$ cat src/rtl/core/binomial_coefficient_core_defines.svh
// ============================================================================
// Assertion macros for the binomial coefficient core
// Shared property forms, clocked on i_clk and disabled while i_rst_n is low.
// ============================================================================
`ifndef BINOMIAL_COEFFICIENT_CORE_DEFINES_SVH
`define BINOMIAL_COEFFICIENT_CORE_DEFINES_SVH

// Same-cycle implication.
`define BC_ASSERT_IMP(label, ante, cons, msg) \
    label: assert property (@(posedge i_clk) disable iff (!i_rst_n) (ante) |-> (cons)) \
        else $error(msg);

// Next-cycle implication.
`define BC_ASSERT_NXT(label, ante, cons, msg) \
    label: assert property (@(posedge i_clk) disable iff (!i_rst_n) (ante) |=> (cons)) \
        else $error(msg);

`endif

$ cat src/rtl/core/bc_pkg.sv
// ============================================================================
// Binomial coefficient package
// Widths, payload structs and sequencer states for the n choose k core.
// ============================================================================
`default_nettype none

package bc_pkg;

    // Largest n that is computed; above it the result is flagged.
    localparam int MAX_N     = 20;

    localparam int N_W       = 6;                          // n_value / k_value field
    localparam int COEF_W    = 18;                         // coefficient field
    localparam int NI_W      = $clog2(MAX_N + 1);          // n within range
    localparam int M_W       = $clog2(MAX_N / 2 + 2);      // m = min(k, n-k), divisor
    localparam int PROD_W    = COEF_W + NI_W;              // acc * (n-m+i)
    localparam int DIV_BITS  = 2;                          // quotient bits per cycle
    localparam int DIV_W     = PROD_W + (PROD_W % DIV_BITS);
    localparam int DIV_STEPS = DIV_W / DIV_BITS;
    localparam int CNT_W     = $clog2(DIV_STEPS + 1);

    typedef struct packed {
        logic [N_W-1:0] n_value;
        logic [N_W-1:0] k_value;
    } t_operands;

    typedef struct packed {
        logic [COEF_W-1:0] coefficient;
        logic              out_of_range;
    } t_result;

    typedef enum logic [1:0] {
        ST_IDLE,
        ST_MUL,
        ST_DIV
    } t_state;

endpackage

`default_nettype wire

$ cat src/rtl/core/binomial_coefficient_core.sv
// ============================================================================
// Binomial coefficient core
// Exact n choose k by the multiplicative formula on one shared
// multiply-then-divide unit driven by a small sequencer.
// ============================================================================
//
//  channel   | ports                        | transfer
//  ----------+------------------------------+-----------------------------------
//  operands  | start, busy, i_operands      | edge with start high, busy low
//  result    | o_strobe, o_result           | edge ending the o_strobe cycle
//
//  Sequence: with m = min(k, n-k), an item with n above MAX_N, k above n or
//  m = 0 gives its result in the cycle after the transfer. Otherwise each of
//  the m steps runs the multiply state, then the radix-4 divider iterations,
//  then folds the quotient back into the running coefficient.
//  Reset: synchronous, active low; clears the sequencer, divider count and
//  strobe. The receiver cannot stall: each result shows for one cycle only.
//
`default_nettype none

`include "binomial_coefficient_core_defines.svh"

module binomial_coefficient_core (
    input  wire logic              i_clk,
    input  wire logic              i_rst_n,
    input  wire logic              start,
    input  wire bc_pkg::t_operands i_operands,
    output logic                   busy,
    output logic                   o_strobe,
    output bc_pkg::t_result        o_result
);

    bc_pkg::t_state r_state, n_state;

    logic [bc_pkg::COEF_W-1:0] r_acc, n_acc;     // running partial coefficient
    logic [bc_pkg::M_W-1:0]    r_i,   n_i;       // current step, also divisor
    logic [bc_pkg::M_W-1:0]    r_m,   n_m;       // number of steps
    logic [bc_pkg::NI_W-1:0]   r_base, n_base;   // n - m
    logic                      r_strobe, n_strobe;
    bc_pkg::t_result           r_result, n_result;

    logic                      w_accept;
    logic [bc_pkg::N_W-1:0]    w_nk;
    logic [bc_pkg::N_W-1:0]    w_m6;
    logic [bc_pkg::NI_W-1:0]   w_factor;
    logic [bc_pkg::PROD_W-1:0] w_prod;
    logic                      w_div_start;
    logic                      w_div_done;
    logic [bc_pkg::DIV_W-1:0]  w_quo;

    assign w_accept = start && !busy;

    // Operand decode: m = min(k, n-k), valid only when k <= n.
    assign w_nk = i_operands.n_value - i_operands.k_value;
    assign w_m6 = (i_operands.k_value < w_nk) ? i_operands.k_value : w_nk;

    // Shared multiply: acc * (n - m + i); registered inside the divider.
    assign w_factor = r_base + bc_pkg::NI_W'(r_i);
    assign w_prod   = bc_pkg::PROD_W'(r_acc) * bc_pkg::PROD_W'(w_factor);

    bc_divider u_div (
        .i_clk      (i_clk),
        .i_rst_n    (i_rst_n),
        .i_start    (w_div_start),
        .i_dividend (bc_pkg::DIV_W'(w_prod)),
        .i_divisor  (r_i),
        .o_done     (w_div_done),
        .o_quotient (w_quo)
    );

    // Next state.
    always_comb begin
        n_state = r_state;
        unique case (r_state)
            bc_pkg::ST_IDLE: begin
                // Trivial items finish here; the rest run the step loop.
                if (w_accept
                    && (i_operands.n_value <= bc_pkg::N_W'(bc_pkg::MAX_N))
                    && (i_operands.k_value <= i_operands.n_value)
                    && (w_m6 != '0)) begin
                    n_state = bc_pkg::ST_MUL;
                end
            end
            bc_pkg::ST_MUL: begin
                n_state = bc_pkg::ST_DIV;
            end
            bc_pkg::ST_DIV: begin
                if (w_div_done) begin
                    n_state = (r_i == r_m) ? bc_pkg::ST_IDLE : bc_pkg::ST_MUL;
                end
            end
            default: begin
                n_state = bc_pkg::ST_IDLE;
            end
        endcase
    end

    // Datapath and outputs.
    always_comb begin
        n_acc       = r_acc;
        n_i         = r_i;
        n_m         = r_m;
        n_base      = r_base;
        n_strobe    = 1'b0;
        n_result    = r_result;
        w_div_start = 1'b0;
        unique case (r_state)
            bc_pkg::ST_IDLE: begin
                if (w_accept) begin
                    n_acc  = bc_pkg::COEF_W'(1);
                    n_i    = bc_pkg::M_W'(1);
                    n_m    = bc_pkg::M_W'(w_m6);
                    n_base = bc_pkg::NI_W'(i_operands.n_value - w_m6);
                    if (i_operands.n_value > bc_pkg::N_W'(bc_pkg::MAX_N)) begin
                        // Out of range: flag it, drop the value.
                        n_strobe                 = 1'b1;
                        n_result.coefficient     = '0;
                        n_result.out_of_range    = 1'b1;
                    end else if (i_operands.k_value > i_operands.n_value) begin
                        n_strobe                 = 1'b1;
                        n_result.coefficient     = '0;
                        n_result.out_of_range    = 1'b0;
                    end else if (w_m6 == '0) begin
                        // k equal to 0 or to n.
                        n_strobe                 = 1'b1;
                        n_result.coefficient     = bc_pkg::COEF_W'(1);
                        n_result.out_of_range    = 1'b0;
                    end
                end
            end
            bc_pkg::ST_MUL: begin
                // Hand acc * (n-m+i) to the divider with i as divisor.
                w_div_start = 1'b1;
            end
            bc_pkg::ST_DIV: begin
                if (w_div_done) begin
                    // The quotient is exact: acc * (n-m+i) = i * C(n-m+i, i).
                    n_acc = bc_pkg::COEF_W'(w_quo);
                    n_i   = r_i + 1'b1;
                    if (r_i == r_m) begin
                        n_strobe              = 1'b1;
                        n_result.coefficient  = bc_pkg::COEF_W'(w_quo);
                        n_result.out_of_range = 1'b0;
                    end
                end
            end
            default: begin
                n_strobe = 1'b0;
            end
        endcase
    end

    always_ff @(posedge i_clk) begin
        if (!i_rst_n) begin
            r_state  <= bc_pkg::ST_IDLE;
            r_strobe <= 1'b0;
        end else begin
            r_state  <= n_state;
            r_strobe <= n_strobe;
        end
    end

    // Payload registers hold without reset.
    always_ff @(posedge i_clk) begin
        r_acc    <= n_acc;
        r_i      <= n_i;
        r_m      <= n_m;
        r_base   <= n_base;
        r_result <= n_result;
    end

    assign busy     = (r_state != bc_pkg::ST_IDLE);
    assign o_strobe = r_strobe;
    assign o_result = r_result;

    // ------------------------------------------------------------------------
    // Assertions
    // ------------------------------------------------------------------------
    `BC_ASSERT_NXT(a_accept_progress, w_accept, busy || o_strobe, "transfer without progress")
    `BC_ASSERT_IMP(a_oor_zero, o_strobe && o_result.out_of_range, o_result.coefficient == '0, "flagged result not zero")
    `BC_ASSERT_IMP(a_done_in_div, w_div_done, r_state == bc_pkg::ST_DIV, "divider done outside divide state")
    `BC_ASSERT_IMP(a_step_bound, r_state == bc_pkg::ST_MUL, (r_i != '0) && (r_i <= r_m), "step index out of bounds")

endmodule

`default_nettype wire

$ cat src/rtl/core/bc_divider.sv
// ============================================================================
// Iterative unsigned divider
// Restoring division, two quotient bits per cycle, narrow divisor.
// ============================================================================
`default_nettype none

module bc_divider (
    input  wire logic                       i_clk,
    input  wire logic                       i_rst_n,
    input  wire logic                       i_start,
    input  wire logic [bc_pkg::DIV_W-1:0]   i_dividend,
    input  wire logic [bc_pkg::M_W-1:0]     i_divisor,
    output logic                            o_done,
    output logic [bc_pkg::DIV_W-1:0]        o_quotient
);

    logic [bc_pkg::M_W-1:0]   r_rem, n_rem;
    logic [bc_pkg::DIV_W-1:0] r_quo, n_quo;
    logic [bc_pkg::M_W-1:0]   r_div;
    logic [bc_pkg::CNT_W-1:0] r_cnt;
    logic                     r_done;

    // Shift dividend bits out of the top, quotient bits in at the bottom.
    always_comb begin
        logic [bc_pkg::M_W:0] trial;
        logic                 qbit;
        n_rem = r_rem;
        n_quo = r_quo;
        for (int s = 0; s < bc_pkg::DIV_BITS; s++) begin
            trial = {n_rem, n_quo[bc_pkg::DIV_W-1]};
            if (trial >= {1'b0, r_div}) begin
                qbit  = 1'b1;
                n_rem = bc_pkg::M_W'(trial - {1'b0, r_div});
            end else begin
                qbit  = 1'b0;
                n_rem = trial[bc_pkg::M_W-1:0];
            end
            n_quo = {n_quo[bc_pkg::DIV_W-2:0], qbit};
        end
    end

    always_ff @(posedge i_clk) begin
        if (!i_rst_n) begin
            r_cnt  <= '0;
            r_done <= 1'b0;
        end else if (i_start) begin
            r_cnt  <= bc_pkg::CNT_W'(bc_pkg::DIV_STEPS);
            r_done <= 1'b0;
        end else if (r_cnt != '0) begin
            r_cnt  <= r_cnt - 1'b1;
            r_done <= (r_cnt == bc_pkg::CNT_W'(1));
        end else begin
            r_done <= 1'b0;
        end
    end

    always_ff @(posedge i_clk) begin
        if (i_start) begin
            r_rem <= '0;
            r_quo <= i_dividend;
            r_div <= i_divisor;
        end else if (r_cnt != '0) begin
            r_rem <= n_rem;
            r_quo <= n_quo;
        end
    end

    assign o_done     = r_done;
    assign o_quotient = r_quo;

endmodule

`default_nettype wire
$ cat config.mk
export PLATFORM = sky130hd
export DESIGN_NAME = binomial_coefficient_core
export DESIGN_NICKNAME = d
export VERILOG_FILES = /design/src/rtl/core/bc_pkg.sv /design/src/rtl/core/binomial_coefficient_core.sv /design/src/rtl/core/bc_divider.sv
export VERILOG_INCLUDE_DIRS = /design/src /design/src/rtl/core
export SDC_FILE = /design/constraint.sdc
export NUM_CORES = 1
export LEC_CHECK = 0
export BUFFER_PORTS_ARGS = -buffer_cell sky130_fd_sc_hd__buf_2
export CORE_UTILIZATION = 37
export CTS_CLUSTER_SIZE = 14
export DETAILED_ROUTE_END_ITERATION = 8
export GPL_TIMING_DRIVEN = 0
export PLACE_DENSITY_LB_ADDON = 0.2
export SYNTH_ARGS = -nofsm -noshare
export SYNTH_HDL_FRONTEND = slang
export SYNTH_SLANG_ARGS = --single-unit
$ cat constraint.sdc
create_clock -name i_clk -period 4.9 [get_ports i_clk]
set_input_delay 0.98 -clock i_clk [delete_from_list [all_inputs] [get_ports i_clk]]
set_output_delay 0.98 -clock i_clk [all_outputs]
set_load 0.05 [all_outputs]
==> After elaboration in Yosys (flattened, before gate mapping) <==
Index checks and enable logic that the tools add are counted.
{ "totals": {"reg_bits": 90, "in_bits": 15, "out_inout_bits": 21, "word_cells": 93} }
{ "classes": {"addsub": 7, "multipliers": 1, "magnitude_cmp": 7, "eq_ne": 9, "muxes": 34, "bitwise": 2, "reduce_logical": 18} }
{ "op_table": {"columns": ["operator", "count"], "rows": [
  ["2-to-1 mux 19 bit", 6],
  ["2-to-1 mux 23 bit", 2],
  ["one-hot mux 19 bit (2 select lines)", 1],
  ["2-to-1 mux 18 bit", 2],
  ["one-hot mux 18 bit (2 select lines)", 1],
  ["2-to-1 mux 4 bit", 6],
  ["multiplier 18 x 5 -> 23 bit", 1],
  ["greater-or-equal comparator 5 x 4 -> 1 bit", 2],
  ["2-to-1 mux 1 bit", 10],
  ["one-hot mux 4 bit (2 select lines)", 1],
  ["subtractor 4 bit", 2],
  ["> comparator 6 x 5 -> 1 bit (second input constant)", 1],
  ["> comparator 6 bit", 1],
  ["<= comparator 6 x 5 -> 1 bit (second input constant)", 1],
  ["<= comparator 6 bit", 1],
  ["logical NOT 6 bit", 1],
  ["less-than comparator 6 bit", 1],
  ["2-to-1 mux 6 bit", 1],
  ["!= test 2 bit (second input constant)", 3],
  ["one-hot mux 2 bit (3 select lines)", 1],
  ["nonzero test 2 bit", 3],
  ["nonzero test 6 bit", 1],
  ["subtractor 6 bit", 1],
  ["adder 5 x 4 -> 5 bit", 1],
  ["21 further kinds", 27]
]} }

==> Longest topological paths before layout <==
{ "depth": {"depth_word": 9, "mapped_depth": 20, "mapped_depth_nobuf": 19} }

==> Cells and area by module <==
Synthesis repeated with hierarchy kept, for this count alone.
{ "hier_totals": {"cells_unflattened": 720, "hier_area_um2": 7536.0} }
{ "by_module_without_submodules": {"columns": ["module", "n_inst", "cells_each", "area_per_inst_um2", "seq_area_each_um2"], "rows": [
  ["binomial_coefficient_core", 1, 557, 5512.8, 1561.5],
  ["bc_divider", 1, 163, 2023.2, 1021.0]
]} }

==> Least setup slack after synthesis <==
OpenSTA, ideal clock, no wires.
{ "synth_timing": {"path_kind": "flip-flop to flip-flop", "from": "register r_i[0] in the netlist's numbering", "to": "register u_div.r_quo, in the netlist u_div.o_quotient[16] (data pin)", "setup_ps": 261, "t_arrival_ps": 5117, "t_required_ps": 4639, "slack_ps": -478, "path_stages_with_launch": 19, "path_buffers": 1, "cell_sequence": "edfxtp_1 ha_1 fa_1 a21o_1 a21oi_1 xnor2_1 clkbuf_1 nand2_1 fa_1 fa_1 fa_1 inv_1 ha_1 a211oi_1 o21ai_0 a41oi_1 o21bai_1 a41oi_1 nor3_1"} }
{ "synth_via": {"elab_chain_cells": 3} }
{ "synth_lines": {"columns": ["item", "line_no", "rtl"], "rows": [
  ["start: declaration", "binomial_coefficient_core.sv:36", "logic [bc_pkg::M_W-1:0] r_i, n_i;"],
  ["start signal: assignment", "binomial_coefficient_core.sv:166", "r_i <= n_i;"],
  ["adder 5 x 4 -> 5 bit", "binomial_coefficient_core.sv:58", "assign w_factor = r_base + bc_pkg::NI_W'(r_i);"],
  ["multiplier 18 x 5 -> 23 bit", "binomial_coefficient_core.sv:59", "assign w_prod = bc_pkg::PROD_W'(r_acc) * bc_pkg::PROD_W'(w_factor);"],
  ["2-to-1 mux 23 bit", "bc_divider.sv:58", "if (i_start) begin"],
  ["end signal: assignment", "bc_divider.sv:60", "r_quo <= i_dividend;"],
  ["end signal: assignment", "bc_divider.sv:64", "r_quo <= n_quo;"],
  ["end: declaration", "bc_divider.sv:18", "logic [bc_pkg::DIV_W-1:0] r_quo, n_quo;"]
]} }
No other way between the ends.
A chain may end at the register's enable or synchronous reset.

==> Final worst setup path <==
{ "layout_timing": {"from": "register r_i[0] in the netlist's numbering", "to": "register u_div.r_quo, in the netlist u_div.o_quotient[17] (data pin)"} }
Same word-level chain as after synthesis.

==> impl_results.html <==
<table>
<tr><th>Metric</th><th>Value</th></tr>
<tr><th colspan="2">Status</th></tr>
<tr><td>Run status</td><td>complete, but fails checks</td></tr>
<tr><td>Violated checks</td><td>setup timing</td></tr>
<tr><th colspan="2">Final layout</th></tr>
<tr><td>FF/Latch Area</td><td>roughly 2600 um2</td></tr>
<tr><td>Number of antenna diodes</td><td>0</td></tr>
<tr><td>Total area of multi-input combinational cells</td><td>about 5000 um2</td></tr>
<tr><td>Share of cells above drive strength 1</td><td>0.1959</td></tr>
<tr><td>Final layout net count</td><td>951</td></tr>
<tr><td>Summed area of non-filler cells in the final layout</td><td>8942 um2</td></tr>
<tr><td>Layout filler cell count</td><td>around 1900</td></tr>
<tr><td>Count of non-filler cells in the finished layout</td><td>1092</td></tr>
<tr><td>Area delta synth-&gt;final</td><td>20.10%</td></tr>
<tr><th colspan="2">Setup path</th></tr>
<tr><td>Highest-delay cell along the critical path</td><td>sky130_fd_sc_hd__fa_1</td></tr>
<tr><td>Critical path type</td><td>reg2reg</td></tr>
<tr><td>Data arrival, critical path</td><td>5280 ps</td></tr>
<tr><td>Kind of start point of the critical path</td><td>flop</td></tr>
<tr><td>Buf+Inv Stages, Crit Path</td><td>2</td></tr>
<tr><td>Top cell by count, worst path</td><td>sky130_fd_sc_hd__fa_1</td></tr>
<tr><td>Cell Chain, Critical Path</td><td>ha_2 -&gt; fa_2 -&gt; a21o_1 -&gt; a21oi_4 -&gt; xnor2_4 -&gt; and2_4 -&gt; fa_1 -&gt; fa_1 -&gt; inv_1 -&gt; fa_1 -&gt; inv_1 -&gt; ha_4 -&gt; a2111o_1 -&gt; o2111ai_4 -&gt; a21oi_2 -&gt; o21a_1 -&gt; o31ai_2</td></tr>
<tr><td>Critical path's largest stage delay</td><td>560 ps</td></tr>
<tr><td>Crit path required time</td><td>5070 ps</td></tr>
<tr><td>Crit path capture type</td><td>flop</td></tr>
<tr><td>Highest fanout seen on the critical path</td><td>8</td></tr>
<tr><td>Family with the most delay on the worst path</td><td>adder cells</td></tr>
<tr><th colspan="2">Global routing</th></tr>
<tr><td>Pin count of the biggest net entering global routing</td><td>24</td></tr>
<tr><td>Total track usage</td><td>0.1853</td></tr>
<tr><td>GR Overflow Total</td><td>0</td></tr>
<tr><td>Via count of the first global-routing pass</td><td>5662</td></tr>
<tr><td>Global-route wire length before repair</td><td>~29000 um</td></tr>
<tr><td>Antenna violations before repair</td><td>0</td></tr>
<tr><th colspan="2">Placement</th></tr>
<tr><td>Placer's final routability congestion estimate</td><td>0.8293</td></tr>
<tr><td>Placed cell count</td><td>1050</td></tr>
<tr><td>Total cell area at the placement stage</td><td>8098 um2</td></tr>
<tr><td>Place WS</td><td>-999.3 ps</td></tr>
<tr><td>Quantity of I/O buffers inserted on ports</td><td>35</td></tr>
<tr><td>Half-perimeter wire length after detailed placement</td><td>13150 um</td></tr>
<tr><th colspan="2">Floorplanning</th></tr>
<tr><td>I/O Pins</td><td>36</td></tr>
<tr><td>Die extent in y</td><td>143.9 um</td></tr>
<tr><td>Core region area</td><td>19590 um2</td></tr>
<tr><td>Area enclosed by the die boundary</td><td>20700 um2</td></tr>
<tr><td>Initial cell density of the core</td><td>0.3801</td></tr>
<tr><td>Number of cell rows</td><td>51</td></tr>
<tr><td>Width of the die</td><td>between 100 and 150 um</td></tr>
<tr><th colspan="2">Clocking</th></tr>
<tr><td>Clock Sinks</td><td>90</td></tr>
<tr><td>Clock root buffer</td><td>sky130_fd_sc_hd__clkbuf_16</td></tr>
<tr><td>Clock Latency Late Sink</td><td>~360 ps</td></tr>
<tr><td>Clock transition at the registers of the reported paths</td><td>70 ps</td></tr>
<tr><td>Hold_buf cts</td><td>0</td></tr>
<tr><td>Num CTS Buffers</td><td>9</td></tr>
<tr><td>CTS max path bufs</td><td>2</td></tr>
<tr><td>TritonCTS clock tree</td><td>done</td></tr>
<tr><td>H-tree depth</td><td>3</td></tr>
<tr><th colspan="2">Synthesis</th></tr>
<tr><td>Number of storage elements in the synthesis netlist</td><td>90</td></tr>
<tr><td>Commonest cells in the netlist</td><td>sky130_fd_sc_hd__inv_1 (98), sky130_fd_sc_hd__and2_1 (84), sky130_fd_sc_hd__edfxtp_1 (77), sky130_fd_sc_hd__nand2_1 (70), sky130_fd_sc_hd__ha_1 (61)</td></tr>
<tr><td>Yosys warning count</td><td>0</td></tr>
<tr><td>Number of distinct standard cells referenced by the synthesized netlist</td><td>55</td></tr>
<tr><td>Post-Synthesis Cells</td><td>750</td></tr>
<tr><td>Portion of the post-synthesis area used by sequential elements</td><td>0.3455</td></tr>
<tr><td>Post-synthesis cell area</td><td>approximately 7400 um2</td></tr>
<tr><td>Syn avg cell area</td><td>9.928 um2</td></tr>
<tr><td>Share of Yosys cell area claimed by the top area cell type</td><td>0.3105</td></tr>
<tr><td>Biggest area contributors in the synthesized netlist</td><td>sky130_fd_sc_hd__edfxtp_1 (31%), sky130_fd_sc_hd__fa_1 (14%), sky130_fd_sc_hd__ha_1 (10%)</td></tr>
<tr><td>Synth Net Count</td><td>879</td></tr>
<tr><td>Commonest register cell after synthesis</td><td>sky130_fd_sc_hd__edfxtp_1</td></tr>
<tr><td>Cell type with the largest total area after synthesis</td><td>sky130_fd_sc_hd__edfxtp_1</td></tr>
<tr><td>Cell with the most instances after synthesis</td><td>sky130_fd_sc_hd__inv_1</td></tr>
<tr><td>Share of flip-flops with an asynchronous set or reset after synthesis</td><td>0</td></tr>
<tr><td>Number of flops mapped to enable cells by yosys</td><td>77</td></tr>
<tr><th colspan="2">Routing</th></tr>
<tr><td>Final wirelength</td><td>17550 um</td></tr>
<tr><td>Final routed wire length divided by cell count</td><td>16.07 um</td></tr>
<tr><td>Iteration count of the initial detailed-routing pass</td><td>6</td></tr>
<tr><td>Post-DR vias/cell</td><td>5.016</td></tr>
<tr><td>Count of vias placed by the detailed router</td><td>5477</td></tr>
<tr><td>DRC</td><td>0</td></tr>
<tr><td>Count of routing violations after the opening detailed-route iteration</td><td>303</td></tr>
<tr><td>Antenna-violating nets left</td><td>0</td></tr>
<tr><th colspan="2">Timing</th></tr>
<tr><td>Tightest Pin Transition</td><td>1135 ps</td></tr>
<tr><td>Min Clock Period, post-route</td><td>5116 ps</td></tr>
<tr><td>RSZ-0062 raised after global routing</td><td>yes</td></tr>
<tr><td>Max Freq</td><td>0.1955 GHz</td></tr>
<tr><td>Share of the clock period used by the worst path</td><td>1.044</td></tr>
<tr><td>Maximum clock skew at final layout</td><td>10.97 ps</td></tr>
<tr><td>Number of endpoints with negative hold slack in the final report</td><td>0</td></tr>
<tr><td>Final-layout worst hold slack</td><td>457.9 ps</td></tr>
<tr><td>Worst slew margin relative to its limit</td><td>0.2433</td></tr>
<tr><td>Number of pins exceeding their max-slew limit in the final report</td><td>0</td></tr>
<tr><td>Minimum setup slack in the final design</td><td>-215.8 ps</td></tr>
<tr><td>Final-report setup violation count</td><td>12</td></tr>
<tr><th colspan="2">Run</th></tr>
<tr><td>Maximum Capacitance Violations</td><td>0</td></tr>
<tr><th colspan="2">Worst hold path</th></tr>
<tr><td>Class of the worst hold path</td><td>reg2reg</td></tr>
</table>
-- kinds of logic (layout without fill, tap and decap cells) --
group                    Yosys count  count (layout)  share of synthesized area
AO/OA/AOI/OAI                    137             137                     0.1254
XOR/XNOR                          28              28                    0.03293
adder cells (fa/ha/maj)          114             114                     0.2450
buffers and inverters            120             197                    0.06049
flip-flops                        90              90                     0.3455
multiplexers                      12              12                    0.01680
AND/OR/NAND/NOR                  249             249                     0.1739
-- registers in the layout, indices dropped and copies added (netlist names) --
name / cells
o_result: 19
o_strobe: 1
r_acc: 18
r_base: 5
r_i: 4
r_m: 4
r_state: 2
u_div.o_done: 1
u_div.o_quotient: 24
u_div.r_cnt: 4
u_div.r_div: 4
u_div.r_rem: 4
-- layout by cell type (no fill, tap or decap), drive strengths merged, types with 3 or more instances in the layout --
cell type,netlist,routed
o21a,8,8
a31oi,5,5
nand2,70,70
and2,84,84
nor3,11,11
a41oi,3,3
mux2,4,4
a21oi,34,34
fa,53,53
a211oi,11,11
xnor2,17,17
nand2b,9,9
o21bai,3,3
nand4,8,8
buf,3,66
nand3,11,11
o211ai,4,4
nor3b,5,5
inv,98,101
clkinv,1,4
clkbuf,18,26
a2111oi,3,3
dfxtp,13,13
a21o,17,17
o31ai,4,4
ha,61,61
o21ai,30,30
edfxtp,77,77
nor2,35,35
mux2i,8,8
xor2,11,11
-- per-stage QoR --
step	util	setup TNS (ps)
global placement	0.4128	-36680
detailed placement	0.4134	-14100
finish	0.4565	-1911
global route	0.4565	-5021
floorplan	-	-329.9
CTS	0.4488	-2939
-- routing by layer --
| metal | routed length [um] | vias to the layer above | global-route usage |
|---|---|---|---|
| li1 | - | 2708 | - |
| met1 | 8392 | 2672 | 0.2532 |
| met2 | 8462 | 83 | 0.3066 |
| met3 | 480 | 14 | 0.02799 |
| met4 | 211 | 0 | 0.04423 |
| met5 | 0 | - | 0 |
-- layout make-up --
class,instances,share of cell area
Buffer,19,0.01259
Clock buffer,10,0.02672
Clock inverter,6,0.005177
Inverter,99,0.04156
Multi-Input combinational cell,540,0.5457
Sequential cell,90,0.2877
Tap cell,265,0.03708
Timing Repair Buffer,63,0.04351
-- timing repair --
item                                   in CTS  in global routing
setup buffers                              21                  7
gates resized for setup                    58                 25
setup endpoints to repair                  18                 36
endpoints found under the hold margin       0                  0
pin swaps                                  40                 26
-- worst paths after layout --
| kind | start | to | slack, ps | cells past startpoint |
|---|---|---|---|---|
| worst max register to register | r_i[0]$_SDFFCE_PN1P_ | u_div.o_quotient[17]$_DFFE_PP_ | -220 | 17 |
| worst min register to register | u_div.o_quotient[23]$_SDFFE_PP0N_ | u_div.o_quotient[23]$_SDFFE_PP0N_ | 460 | 2 |
| worst min-delay path | u_div.o_quotient[23]$_SDFFE_PP0N_ | u_div.o_quotient[23]$_SDFFE_PP0N_ | 460 | 2 |
| worst max-delay path | r_i[0]$_SDFFCE_PN1P_ | u_div.o_quotient[17]$_DFFE_PP_ | -220 | 17 |
-- worst register-to-register path, cell delays in order, from the launching register on --
cell and delay [ps]:
sky130_fd_sc_hd__edfxtp_1 390, sky130_fd_sc_hd__ha_2 200, sky130_fd_sc_hd__fa_2 350, sky130_fd_sc_hd__a21o_1 180, sky130_fd_sc_hd__a21oi_4 180, sky130_fd_sc_hd__xnor2_4 180
sky130_fd_sc_hd__and2_4 210, sky130_fd_sc_hd__fa_1 510, sky130_fd_sc_hd__fa_1 560, sky130_fd_sc_hd__inv_1 60, sky130_fd_sc_hd__fa_1 520, sky130_fd_sc_hd__inv_1 60
sky130_fd_sc_hd__ha_4 260, sky130_fd_sc_hd__a2111o_1 420, sky130_fd_sc_hd__o2111ai_4 290, sky130_fd_sc_hd__a21oi_2 130, sky130_fd_sc_hd__o21a_1 200, sky130_fd_sc_hd__o31ai_2 220
Power is not shown: default switching activity piles up to over one toggle a cycle in this logic, so the estimate is an artifact.
